**src/hw/rtl/pbps_pkg.sv**
```systemverilog
// Shared types and constants for the priority beep pattern sequencer.
package pbps_pkg;

  // Widths of timing registers and counters
  localparam int TICK_W  = 12;
  localparam int COUNT_W = 13;

  // Request operation carried by an input word
  typedef enum logic [1:0] {
    MODE_POLL  = 2'd0,
    MODE_SET   = 2'd1,
    MODE_CLEAR = 2'd2
  } mode_t;

  // Beep patterns, lower code wins
  typedef enum logic [2:0] {
    PAT_IDLE  = 3'd0,
    PAT_READ  = 3'd1,
    PAT_ONE   = 3'd2,
    PAT_TWO   = 3'd3,
    PAT_FOUR  = 3'd4,
    PAT_ADDR  = 3'd5,
    PAT_ALARM = 3'd6,
    PAT_HOLD  = 3'd7
  } pattern_t;

  // Configuration register indexes
  typedef enum logic [2:0] {
    CFG_READ_ON   = 3'd0,
    CFG_SHORT_ON  = 3'd1,
    CFG_SHORT_OFF = 3'd2,
    CFG_SINGLE_ON = 3'd3,
    CFG_ALARM_ON  = 3'd4,
    CFG_ALARM_OFF = 3'd5
  } cfg_index_t;

  typedef struct packed {
    logic [TICK_W-1:0] read_on_ticks;
    logic [TICK_W-1:0] short_on_ticks;
    logic [TICK_W-1:0] short_off_ticks;
    logic [TICK_W-1:0] single_on_ticks;
    logic [TICK_W-1:0] alarm_on_ticks;
    logic [TICK_W-1:0] alarm_off_ticks;
  } cfg_t;

  typedef struct packed {
    mode_t    mode;
    pattern_t pattern;
    logic     tick;
  } in_word_t;

  typedef struct packed {
    logic     buzzer_on;
    pattern_t active_pattern;
  } out_word_t;

  // Reset values of the timing registers
  localparam logic [TICK_W-1:0] READ_ON_RST   = 12'd12;
  localparam logic [TICK_W-1:0] SHORT_ON_RST  = 12'd12;
  localparam logic [TICK_W-1:0] SHORT_OFF_RST = 12'd12;
  localparam logic [TICK_W-1:0] SINGLE_ON_RST = 12'd25;
  localparam logic [TICK_W-1:0] ALARM_ON_RST  = 12'd62;
  localparam logic [TICK_W-1:0] ALARM_OFF_RST = 12'd375;

  // Gap and tail limits
  localparam logic [3:0] GAP_LIMIT       = 4'd12;
  localparam logic [5:0] READ_TAIL_LIMIT = 6'd62;
  localparam logic [6:0] CARD_TAIL_LIMIT = 7'd100;

  // Request groups that a set clears
  localparam logic [6:0] SHORT_GROUP = 7'h1E;
  localparam logic [6:0] ALARM_BIT   = 7'h20;
  localparam logic [6:0] HOLD_BIT    = 7'h40;

  // Repeat count loaded on a set, per pattern
  localparam logic [COUNT_W-1:0] LOAD_COUNTS [7] = '{
    13'd1, 13'd1, 13'd2, 13'd4, 13'd1, 13'd20, 13'd7500
  };

endpackage

```
**src/hw/rtl/pbps_cfg_regs.sv**
```systemverilog
// Timing configuration registers of the beep sequencer.
module pbps_cfg_regs (
  input  logic                      clk,
  input  logic                      rst,
  input  logic                      cfg_write,
  input  logic [2:0]                cfg_index,
  input  logic [pbps_pkg::TICK_W-1:0] cfg_data,
  output pbps_pkg::cfg_t            cfg
);
  import pbps_pkg::*;

  // Decode writes by register index
  always_ff @(posedge clk) begin
    if (rst) begin
      cfg.read_on_ticks   <= READ_ON_RST;
      cfg.short_on_ticks  <= SHORT_ON_RST;
      cfg.short_off_ticks <= SHORT_OFF_RST;
      cfg.single_on_ticks <= SINGLE_ON_RST;
      cfg.alarm_on_ticks  <= ALARM_ON_RST;
      cfg.alarm_off_ticks <= ALARM_OFF_RST;
    end else if (cfg_write) begin
      unique case (cfg_index_t'(cfg_index))
        CFG_READ_ON:   cfg.read_on_ticks   <= cfg_data;
        CFG_SHORT_ON:  cfg.short_on_ticks  <= cfg_data;
        CFG_SHORT_OFF: cfg.short_off_ticks <= cfg_data;
        CFG_SINGLE_ON: cfg.single_on_ticks <= cfg_data;
        CFG_ALARM_ON:  cfg.alarm_on_ticks  <= cfg_data;
        CFG_ALARM_OFF: cfg.alarm_off_ticks <= cfg_data;
        default: ;
      endcase
    end
  end

endmodule

```
**src/hw/rtl/pbps_prio_pick.sv**
```systemverilog
// Lowest-set-bit pick over the seven request bits.
module pbps_prio_pick (
  input  logic [6:0] request_bits,
  output logic       found,
  output logic [2:0] index
);

  // Scan from the top so the lowest set bit wins
  always_comb begin
    found = |request_bits;
    index = 3'd0;
    for (int i = 6; i >= 0; i--) begin
      if (request_bits[i]) begin
        index = 3'(i);
      end
    end
  end

endmodule

```
**src/hw/rtl/pbps_seq_core.sv**
```systemverilog
// Request bits, pattern selection and on/off timing of the beep sequencer.
module pbps_seq_core (
  input  logic                 clk,
  input  logic                 rst,
  input  logic                 commit,
  input  pbps_pkg::in_word_t   item,
  input  pbps_pkg::cfg_t       cfg,
  output pbps_pkg::out_word_t  result
);
  import pbps_pkg::*;

  logic [6:0]         request_bits, request_bits_next;
  logic [COUNT_W-1:0] pending_counts [7];
  logic [COUNT_W-1:0] pending_counts_next [7];
  pattern_t           current_pattern, current_pattern_next;
  pattern_t           previous_pattern, previous_pattern_next;
  pattern_t           shown_pattern, shown_pattern_next;
  logic [COUNT_W-1:0] repeats_left, repeats_left_next;
  logic               phase_on, phase_on_next;
  logic [COUNT_W-1:0] phase_ticks, phase_ticks_next;
  logic [3:0]         switch_gap_ticks, switch_gap_ticks_next;
  logic [6:0]         tail_ticks, tail_ticks_next;
  logic [5:0]         read_tail_ticks, read_tail_ticks_next;
  logic               buzzer_latch, buzzer_latch_next;

  logic               pick_found;
  logic [2:0]         pick_index;
  logic [TICK_W-1:0]  on_len;
  logic [TICK_W-1:0]  off_len;
  logic [COUNT_W-1:0] old_ticks;
  logic               run_pattern;
  logic               phases_done;
  logic               drop_en;
  pattern_t           drop_pat;

  pbps_prio_pick u_pick (
    .request_bits (request_bits),
    .found        (pick_found),
    .index        (pick_index)
  );

  // Work out the state after one word
  always_comb begin
    request_bits_next     = request_bits;
    pending_counts_next   = pending_counts;
    current_pattern_next  = current_pattern;
    previous_pattern_next = previous_pattern;
    shown_pattern_next    = shown_pattern;
    repeats_left_next     = repeats_left;
    phase_on_next         = phase_on;
    phase_ticks_next      = phase_ticks;
    switch_gap_ticks_next = switch_gap_ticks;
    tail_ticks_next       = tail_ticks;
    read_tail_ticks_next  = read_tail_ticks;
    buzzer_latch_next     = buzzer_latch;
    on_len      = '0;
    off_len     = '0;
    old_ticks   = '0;
    run_pattern = 1'b1;
    phases_done = 1'b0;
    drop_en     = 1'b0;
    drop_pat    = PAT_IDLE;

    unique case (item.mode)
      MODE_POLL: begin
        // Hold countdown runs on every tick, whatever is active
        if (item.tick && pending_counts_next[6] != '0) begin
          pending_counts_next[6] = pending_counts_next[6] - 1'b1;
        end
        // Save alarm repeats so a preempted alarm resumes
        if (current_pattern == PAT_ALARM) begin
          pending_counts_next[5] = repeats_left;
        end

        // Select the active pattern
        if (!pick_found) begin
          current_pattern_next = PAT_IDLE;
        end else if (pick_index < 3'd5) begin
          current_pattern_next = pattern_t'(pick_index + 3'd1);
          if (pending_counts_next[pick_index] != '0) begin
            repeats_left_next                = pending_counts_next[pick_index];
            pending_counts_next[pick_index]  = '0;
          end
        end else if (pick_index == 3'd5) begin
          if (current_pattern != PAT_ALARM) begin
            repeats_left_next = pending_counts_next[5];
          end
          current_pattern_next = PAT_ALARM;
        end else begin
          current_pattern_next = PAT_HOLD;
        end

        // Force a silent gap after leaving a non-idle pattern
        if (previous_pattern != current_pattern_next && previous_pattern != PAT_IDLE) begin
          buzzer_latch_next = 1'b0;
          if (!item.tick) begin
            run_pattern = 1'b0;
          end else if (switch_gap_ticks < GAP_LIMIT) begin
            switch_gap_ticks_next = switch_gap_ticks + 1'b1;
            run_pattern           = 1'b0;
          end else begin
            switch_gap_ticks_next = '0;
          end
        end

        if (run_pattern) begin
          previous_pattern_next = current_pattern_next;

          // Phase lengths of the selected pattern
          case (current_pattern_next) inside
            PAT_READ:            on_len = cfg.read_on_ticks;
            PAT_ONE:             on_len = cfg.single_on_ticks;
            PAT_TWO, PAT_FOUR: begin
              on_len  = cfg.short_on_ticks;
              off_len = cfg.short_off_ticks;
            end
            PAT_ADDR:            on_len = cfg.short_on_ticks;
            PAT_ALARM: begin
              on_len  = cfg.alarm_on_ticks;
              off_len = cfg.alarm_off_ticks;
            end
            default: ;
          endcase

          // Advance on/off phases for the timed patterns
          if (current_pattern_next != PAT_IDLE && current_pattern_next != PAT_HOLD) begin
            if (shown_pattern_next != current_pattern_next) begin
              phase_ticks_next   = '0;
              phase_on_next      = 1'b1;
              shown_pattern_next = current_pattern_next;
            end
            if (item.tick) begin
              if (repeats_left_next == '0) begin
                phase_ticks_next = '0;
                phases_done      = 1'b1;
              end else begin
                old_ticks        = phase_ticks_next;
                phase_ticks_next = old_ticks + 1'b1;
                if (phase_on_next) begin
                  buzzer_latch_next = 1'b1;
                  if (old_ticks > {1'b0, on_len}) begin
                    phase_on_next    = 1'b0;
                    phase_ticks_next = '0;
                  end
                end else begin
                  buzzer_latch_next = 1'b0;
                  if (old_ticks > {1'b0, off_len}) begin
                    phase_on_next     = 1'b1;
                    phase_ticks_next  = '0;
                    repeats_left_next = repeats_left_next - 1'b1;
                  end
                end
              end
            end
          end

          // Tails and self-clearing
          case (current_pattern_next) inside
            PAT_READ: begin
              if (phases_done) begin
                if (read_tail_ticks < READ_TAIL_LIMIT) begin
                  read_tail_ticks_next = read_tail_ticks + 1'b1;
                end else begin
                  read_tail_ticks_next = '0;
                  drop_en              = 1'b1;
                  drop_pat             = PAT_READ;
                end
              end
            end
            PAT_ONE, PAT_TWO, PAT_FOUR: begin
              if (phases_done) begin
                if (tail_ticks < CARD_TAIL_LIMIT) begin
                  tail_ticks_next = tail_ticks + 1'b1;
                end else begin
                  tail_ticks_next = '0;
                  drop_en         = 1'b1;
                  drop_pat        = current_pattern_next;
                end
              end
            end
            PAT_ADDR, PAT_ALARM: begin
              if (phases_done) begin
                drop_en  = 1'b1;
                drop_pat = current_pattern_next;
              end
            end
            PAT_HOLD: begin
              buzzer_latch_next = 1'b1;
              if (pending_counts_next[6] == '0) begin
                drop_en  = 1'b1;
                drop_pat = PAT_HOLD;
              end
            end
            default: buzzer_latch_next = 1'b0;
          endcase
        end
      end

      MODE_SET: begin
        // Clear the competing group, then mark and load
        if (item.pattern != PAT_IDLE) begin
          case (item.pattern) inside
            PAT_READ, PAT_ONE, PAT_TWO, PAT_FOUR, PAT_ADDR:
              request_bits_next = request_bits_next & ~SHORT_GROUP;
            PAT_ALARM: request_bits_next = request_bits_next & ~HOLD_BIT;
            default:   request_bits_next = request_bits_next & ~ALARM_BIT;
          endcase
          request_bits_next = request_bits_next | (7'b1 << (item.pattern - 3'd1));
          pending_counts_next[item.pattern - 3'd1] = LOAD_COUNTS[item.pattern - 3'd1];
        end
      end

      MODE_CLEAR: begin
        drop_en  = 1'b1;
        drop_pat = item.pattern;
      end

      default: ;
    endcase

    // Drop a request; dropping hold also drops its countdown
    if (drop_en && drop_pat != PAT_IDLE) begin
      request_bits_next = request_bits_next & ~(7'b1 << (drop_pat - 3'd1));
      if (drop_pat == PAT_HOLD) begin
        pending_counts_next[6] = '0;
      end
    end
  end

  assign result.buzzer_on      = buzzer_latch_next;
  assign result.active_pattern = current_pattern_next;

  // Commit state on each processed word
  always_ff @(posedge clk) begin
    if (rst) begin
      request_bits     <= '0;
      pending_counts   <= '{default: '0};
      current_pattern  <= PAT_IDLE;
      previous_pattern <= PAT_IDLE;
      shown_pattern    <= PAT_IDLE;
      repeats_left     <= '0;
      phase_on         <= 1'b1;
      phase_ticks      <= '0;
      switch_gap_ticks <= '0;
      tail_ticks       <= '0;
      read_tail_ticks  <= '0;
      buzzer_latch     <= 1'b0;
    end else if (commit) begin
      request_bits     <= request_bits_next;
      pending_counts   <= pending_counts_next;
      current_pattern  <= current_pattern_next;
      previous_pattern <= previous_pattern_next;
      shown_pattern    <= shown_pattern_next;
      repeats_left     <= repeats_left_next;
      phase_on         <= phase_on_next;
      phase_ticks      <= phase_ticks_next;
      switch_gap_ticks <= switch_gap_ticks_next;
      tail_ticks       <= tail_ticks_next;
      read_tail_ticks  <= read_tail_ticks_next;
      buzzer_latch     <= buzzer_latch_next;
    end
  end

endmodule

```
**src/hw/rtl/priority_beep_pattern_sequencer.sv**
```systemverilog
// Top level of the priority beep pattern sequencer: word registers and handshake.
// Each input word (poll, set request or clear request) yields one result word
// with the buzzer enable and the active pattern. Words pass through an input
// register and a result register, and one word is taken every cycle as long as
// the result side keeps up; all of a word's work is done combinationally between
// those two registers. Timing registers take effect on the next word after the write.
module priority_beep_pattern_sequencer (
  input  logic                        clk,
  input  logic                        rst,
  input  logic                        in_valid,
  output logic                        in_stall,
  input  pbps_pkg::in_word_t          in_word,
  output logic                        out_valid,
  input  logic                        out_stall,
  output pbps_pkg::out_word_t         out_word,
  input  logic                        cfg_write,
  input  logic [2:0]                  cfg_index,
  input  logic [pbps_pkg::TICK_W-1:0] cfg_data
);
  import pbps_pkg::*;

  in_word_t  in_reg;
  logic      in_reg_valid;
  logic      advance;
  cfg_t      cfg;
  out_word_t result;

  pbps_cfg_regs u_cfg (
    .clk       (clk),
    .rst       (rst),
    .cfg_write (cfg_write),
    .cfg_index (cfg_index),
    .cfg_data  (cfg_data),
    .cfg       (cfg)
  );

  pbps_seq_core u_core (
    .clk    (clk),
    .rst    (rst),
    .commit (advance),
    .item   (in_reg),
    .cfg    (cfg),
    .result (result)
  );

  // Process the held word when the result register is free
  assign advance  = in_reg_valid && (!out_valid || !out_stall);
  assign in_stall = in_reg_valid && !advance;

  // Input register
  always_ff @(posedge clk) begin
    if (rst) begin
      in_reg_valid <= 1'b0;
    end else if (!in_stall) begin
      in_reg_valid <= in_valid;
    end
  end

  always_ff @(posedge clk) begin
    if (in_valid && !in_stall) begin
      in_reg <= in_word;
    end
  end

  // Result register
  always_ff @(posedge clk) begin
    if (rst) begin
      out_valid <= 1'b0;
    end else if (advance) begin
      out_valid <= 1'b1;
    end else if (!out_stall) begin
      out_valid <= 1'b0;
    end
  end

  always_ff @(posedge clk) begin
    if (advance) begin
      out_word <= result;
    end
  end

  // Idle never drives the buzzer
  a_idle_silent: assert property (@(posedge clk) disable iff (rst)
    out_valid && out_word.active_pattern == PAT_IDLE |-> !out_word.buzzer_on)
    else $error("buzzer on while no pattern is active");

  // A processed word always lands in the result register
  a_advance_fills: assert property (@(posedge clk) disable iff (rst)
    advance |=> out_valid)
    else $error("processed word did not reach the result register");

  // Input stalls only behind a stalled, full result register
  a_stall_cause: assert property (@(posedge clk) disable iff (rst)
    in_stall |-> out_valid && out_stall && in_reg_valid)
    else $error("input stalled without a stalled result");

endmodule

```
**config.mk**
```make
export PLATFORM = sky130hd
export DESIGN_NAME = priority_beep_pattern_sequencer
export DESIGN_NICKNAME = d
export VERILOG_FILES = /design/src/hw/rtl/pbps_pkg.sv /design/src/hw/rtl/pbps_cfg_regs.sv /design/src/hw/rtl/pbps_prio_pick.sv /design/src/hw/rtl/pbps_seq_core.sv /design/src/hw/rtl/priority_beep_pattern_sequencer.sv
export SDC_FILE = /design/constraint.sdc
export NUM_CORES = 1
export LEC_CHECK = 0
export BUFFER_PORTS_ARGS = -buffer_cell sky130_fd_sc_hd__buf_2
export CORE_MARGIN = 10
export CORE_UTILIZATION = 35
export DETAILED_ROUTE_END_ITERATION = 10
export SLEW_MARGIN = 5
export SYNTH_ARGS = -nofsm -noshare
export SYNTH_HDL_FRONTEND = slang
export SYNTH_SLANG_ARGS = --single-unit
export TNS_END_PERCENT = 5
```
**constraint.sdc**
```tcl
create_clock -name clk -period 13 [get_ports clk]
set_input_delay 0.65 -clock clk [delete_from_list [all_inputs] [get_ports clk]]
set_output_delay 0.65 -clock clk [all_outputs]
set_load 0.03 [all_outputs]
```
---- Yosys cells after proc, flatten, opt, wreduce, memory -nomap -nowiden ----
Memory sizes are Yosys's and may differ from the RTL's.
Cells that the tools add are included.
word-level totals
  flip-flop bits (word level) ............. 236
  ROM bits ................................ 104
  output and inout bits ................... 6
  memories kept ........................... 1
operators by class
  add/subtract/negate cells ............... 9
  order comparisons ....................... 10
  equality and inequality tests ........... 32
  shift operators ......................... 2
  muxes and demuxes ....................... 134
  bitwise logic cells ..................... 8
  reduce and logical (&&, ||, !) cells .... 45
memory list
  memory            depth  bits a word  read ports  clocked after memory_dff  wr ports  line                  text
  (name not given)  8      13           1           0                         0         pbps_seq_core.sv:209  pending_counts_next[item.pattern - 3'd1] = LOAD_COUNTS[item.pattern - 3'd1];
operator list
  kind                                                 number
  two-way mux 91 bit                                   5
  two-way mux 13 bit                                   33
  case mux 91 bit (2 select lines)                     1
  two-way mux 12 bit                                   14
  bitwise AND 91 bit                                   1
  bitwise mux 91 bit                                   1
  inverter 91 bit                                      1
  demux 13 bit (select 3 bit)                          2
  two-way mux 3 bit                                    21
  two-way mux 7 bit                                    8
  two-way mux 1 bit                                    44
  binary-select mux 13 bit (select 3 bit)              1
  equality test 3 bit, second input constant           12
  greater-than comparator 13 x 12 -> 1 bit             2
  logical NOT 13 bit                                   2
  nonzero test 13 bit                                  2
  subtractor 13 x 1 -> 13 bit, second input constant   2
  equality test 3 x 2 -> 1 bit, second input constant  6
  AND reduction 2 bit                                  7
  << shifter 1 x 3 -> 7 bit, first input constant      2
  adder 13 x 1 -> 13 bit, second input constant        1
  AND reduction 6 bit                                  2
  nonzero test 3 bit                                   4
  != test 2 x 1 -> 1 bit, second input constant        5
  38 further kinds                                     61

---- Longest topological paths before layout ----
  depth after elaboration ................. 33
  depth in mapped cells ................... 30

---- Modules after synthesis ----
From an unflattened synthesis, not the netlist that was laid out.
second synthesis, totals
  cell total of the unflattened synthesis .. 1608
  area total of the unflattened synthesis .. 13586.8 µm²
by module, submodules not included
  module                           times used  cells each  area an instance (µm²)
  pbps_seq_core                    1           1314        10291.1
  pbps_cfg_regs                    1           263         2836.5
  priority_beep_pattern_sequencer  1           20          386.6
  pbps_prio_pick                   1           11          72.6

---- Worst setup path before layout ----
OpenSTA, ideal clock, no wires.
  kind .................................... flip-flop to flip-flop
  from .................................... reg u_core.request_bits[2]
  to ...................................... reg u_core.repeats_left[8]
  setup time .............................. 0.117 ns
  arrival time ............................ 5.298 ns
  setup slack ............................. 7.585 ns
  stages on the path, launching flop included .. 28
  period minus slack after synthesis ...... 5.415 ns
  path through ............................ dfxtp_1 buf_2 nor2b_1 a211o_1 inv_2 buf_4 buf_2 ha_1 a31oi_1 nor2_1 xnor2_1 nor3_1 clkbuf_1 and2_1 ha_1 nor2b_1 o21a_1 o21a_1 o21a_1 o211ai_1 a21oi_1 o21ai_0 nor3_1 nand2_1 nor3_2 nand3_1 mux2_2 a32o_1
on the way
  word-level cells in the longest chain between the ends .. 23
  elaborated cells between the ends (all ways) .. 60
  those cells by class .................... add/sub (2); order compare (2); eq/ne (10); mux (38); bitwise (1); reduce/logical (7)
RTL lines
  element                                                                        line                  text
  start: declaration                                                             pbps_seq_core.sv:12   logic [6:0] request_bits, request_bits_next;
  start signal: assignment                                                       pbps_seq_core.sv:249  request_bits <= request_bits_next;
  parallel branches: the longest is 22 deep, another holds adder 3 x 1 -> 3 bit  -
  two-way mux 13 bit (*)                                                         pbps_seq_core.sv:106  if (run_pattern) begin
  end signal: assignment                                                         pbps_seq_core.sv:254  repeats_left <= repeats_left_next;
  end: declaration                                                               pbps_seq_core.sv:18   logic [COUNT_W-1:0] repeats_left, repeats_left_next;
Mark *: on every way between the ends. The select of a mux whose other input is x is not followed.
A chain may end at the register's enable or synchronous reset.

---- Worst setup path in the final report ----
  from .................................... reg u_core.request_bits[1]
  to ...................................... reg u_core.phase_ticks[6]
on the way
  word-level cells in the longest chain between the ends .. 20
  elaborated cells between the ends (all ways) .. 67
  those cells by class .................... add/sub (2); order compare (3); eq/ne (10); mux (43); bitwise (1); reduce/logical (8)
RTL lines
  element                                                                        line                  text
  parallel branches: the longest is 20 deep, another holds adder 3 x 1 -> 3 bit  -
  end signal: assignment                                                         pbps_seq_core.sv:256  phase_ticks <= phase_ticks_next;
  end: declaration                                                               pbps_seq_core.sv:20   logic [COUNT_W-1:0] phase_ticks, phase_ticks_next;
Several ways; the timed one is not identified. The select of a mux whose other input is x is not followed.

==> metrics.csv <==
metric,value,unit
yosys_warnings,0,
cts_buffer_depth,3,
skew,0.0163,ns
root_buffer,clkbuf_16,
initial_core_util,35.6,%
synth_area,13000,sq um
gp_routability_congestion,0.955,
p_leak,5.42,nW
setup_tns,0,ns
largest_reg_flops,91,
status,"finished, final reports clean",
clock_latency,0.56,ns
hold_buffers,0,
required,13.47,ns
vias,12400,
nets,1656,
cts-resized-gates,0,
postCtsSetupBuffers,0,
grt_use_total,18.1,%
firstDrtPassIters,5,
cp_common_cell,nor2_1,
htree_levels,1,
cts_tree,yes,
crit_path_end_kind,register,
drtIter0Drc,1466,
cts_sinks,236,
cpPeakStageDelay,0.93,ns
drive_gt1_share,9.32,%
final_core_utilization,39.3,%
grt_max_degree,79,
worst_hold_path_type,input pin to register,
rsz0062_at_grt,no,
arrival,7.87,ns
die_x,213,um
syn-instance-count,1612,
avgSynthCellArea,8.07,sq um
tightestPinTransition,0.986,ns
synth_seq_cells,236,
fmax,135,MHz
slew_violations,0,
yosysSeqAreaShare,37.1,%
post_drt_wl_per_cell,20.3,um
synthArstFlopShare,0,%
fin_crit_sh,57.0,%
cp_slowest_cell,dfxtp_1,
num_antenna_cells,0,
io_buffers,31,
drc_errors,0,
p_per_area,138,nW/um^2
via_per_inst,5.95,
final_common_cell,nand2_1,
num-fill-cells,3703,
path_max_fanout,30,
io_pins,32,
std_cell_rows,70,
reg_top3,"u_core.pending_counts (91), u_cfg.cfg (72)",
ys.flop_type,dfxtp_1,
cts_buffers,28,
clk_pin_slew,0.06,ns
crit_path_start_kind,register,
regMostFlops,u_core.pending_counts,
place_area,13400,sq um
hold_viol_final,0,
area_delta_synth_final,10.6,%
antenna_found_initial,0,
fin_ws,5.59,ns
synth_edf_count,10,
grt_pass1_vias,11500,
synth_cell_types,103,
dieArea,45300,sq um
fin_crit,7.41,ns
final_cell_mix,"250 x nand2_1, 226 x dfxtp_1, 138 x nor2_1, 111 x a21oi_1, 69 x o21ai_0",
place_hpwl,30000,um
ir_drop,0.0918,mV
core,36600,sq um
gr-total-overflow,0,
finalWirelength,42200,um
setup_viol,0,
maxCapViolCount,0,
slew_headroom,33.8,%
grt_pass1_wl,66000,um
stdcell_area,14400,sq um
crit_type,register to register,
syn_nets,1677,
die_h,213,um
ant_nets,0,
pre_cts_ws,5.70,ns
[kinds of logic (layout without fill, tap and decap cells)]
logic type	count (synthesis)	after routing	synth area share, %
AO/OA/AOI/OAI	437	437	23.6
XOR/XNOR	16	16	1.08
adder cells (fa/ha/maj)	39	39	3.75
buffers and inverters	131	129	4.39
flip-flops	236	236	37.1
multiplexers	31	31	2.42
AND/OR/NAND/NOR	722	722	27.7
[Yosys cell counts, drive strengths merged (6+ instances only)]
master	number	share of area [%]
a22oi	45	2.6
or3	21	1.0
nor2	139	4.0
nand4	17	0.82
mux2i	27	2.1
clkbuf	75	2.4
a211oi	17	0.98
a221o	14	1.1
o221ai	12	0.81
and2	19	0.91
o31ai	16	1.0
xnor2	13	0.87
a221oi	15	1.2
o21a	16	0.92
o21ai	73	2.9
nand2	250	7.2
and3	59	2.8
buf	22	0.90
o22ai	16	0.77
edfxtp	10	2.3
nor4	19	1.4
nand3b	6	0.44
nor3	49	2.0
o211ai	15	0.87
nor2b	17	0.82
a21oi	111	4.3
or2	12	0.58
a31oi	11	0.58
or4	8	0.52
or3b	6	0.40
a211o	6	0.43
nand3	69	2.7
dfxtp	226	35
a21o	7	0.40
nand2b	12	0.58
inv	31	0.89
ha	39	3.7
[area by class of cell]
type	count	area, sq um	area share (%)
multi-input cells	1245	7630	53.0
flip-flops and latches	236	4820	33.5
clock buffers	39	782	5.43
well taps	468	586	4.07
repair buffers	48	285	1.98
clock inverters	10	171	1.19
inverters	32	120	0.834
[per-layer routing]
metal	track usage, %	vias up	wire length [um]
met5	0	-	0
met2	28.1	490	18900
met1	25.6	5900	19100
li1	-	5899	-
met4	5.51	0	1130
met3	2.17	80	3070
[where the power goes]
group	switching [mW]	internal (mW)	leakage (nW)	total (mW)
clock network	0.319	0.498	0.462	0.816
registers	0.0159	0.741	1.92	0.757
logic	0.279	0.139	3.04	0.418
total	0.613	1.38	5.42	1.99
[path summary, 6_finish.rpt]
| check | start | end | slack, ns | cells past startpoint |
|---|---|---|---|---|
| worst max-delay path | u_core.request_bits[1]$_SDFFE_PP0P_ | u_core.phase_ticks[6]$_SDFFE_PP0P_ | 5.59 | 25 |
| worst min-delay path | in_word[1] | in_reg[1]$_DFFE_PP_ | 0.27 | 1 |
| worst max register to register | u_core.request_bits[1]$_SDFFE_PP0P_ | u_core.phase_ticks[6]$_SDFFE_PP0P_ | 5.59 | 25 |
| worst min register to register | u_core.tail_ticks[6]$_SDFFE_PP0P_ | u_core.tail_ticks[6]$_SDFFE_PP0P_ | 0.45 | 2 |
[stage by stage]
step / hold WS [ns] / total power, mW / instances
global placement: 0.438 / 1.18 / 2029
finish: 0.271 / 1.99 / 2078
CTS: 0.256 / 2.00 / 2078
floorplan: 0.422 / 1.06 / 1612
detailed placement: 0.447 / 1.18 / 2029
global route: 0.264 / 2.07 / 2078
[critical path: cells and delay by family, from the launching register on]
| family | cells | cell delay (ns) |
|---|---|---|
| buffers and inverters | 2 | 0.67 |
| flip-flops | 1 | 0.93 |
| AND/OR/NAND/NOR | 7 | 1.98 |
| AO/OA/AOI/OAI | 14 | 3.06 |
| adder cells (fa/ha/maj) | 2 | 0.64 |
Note: power is estimated with default switching activity, not from simulation.
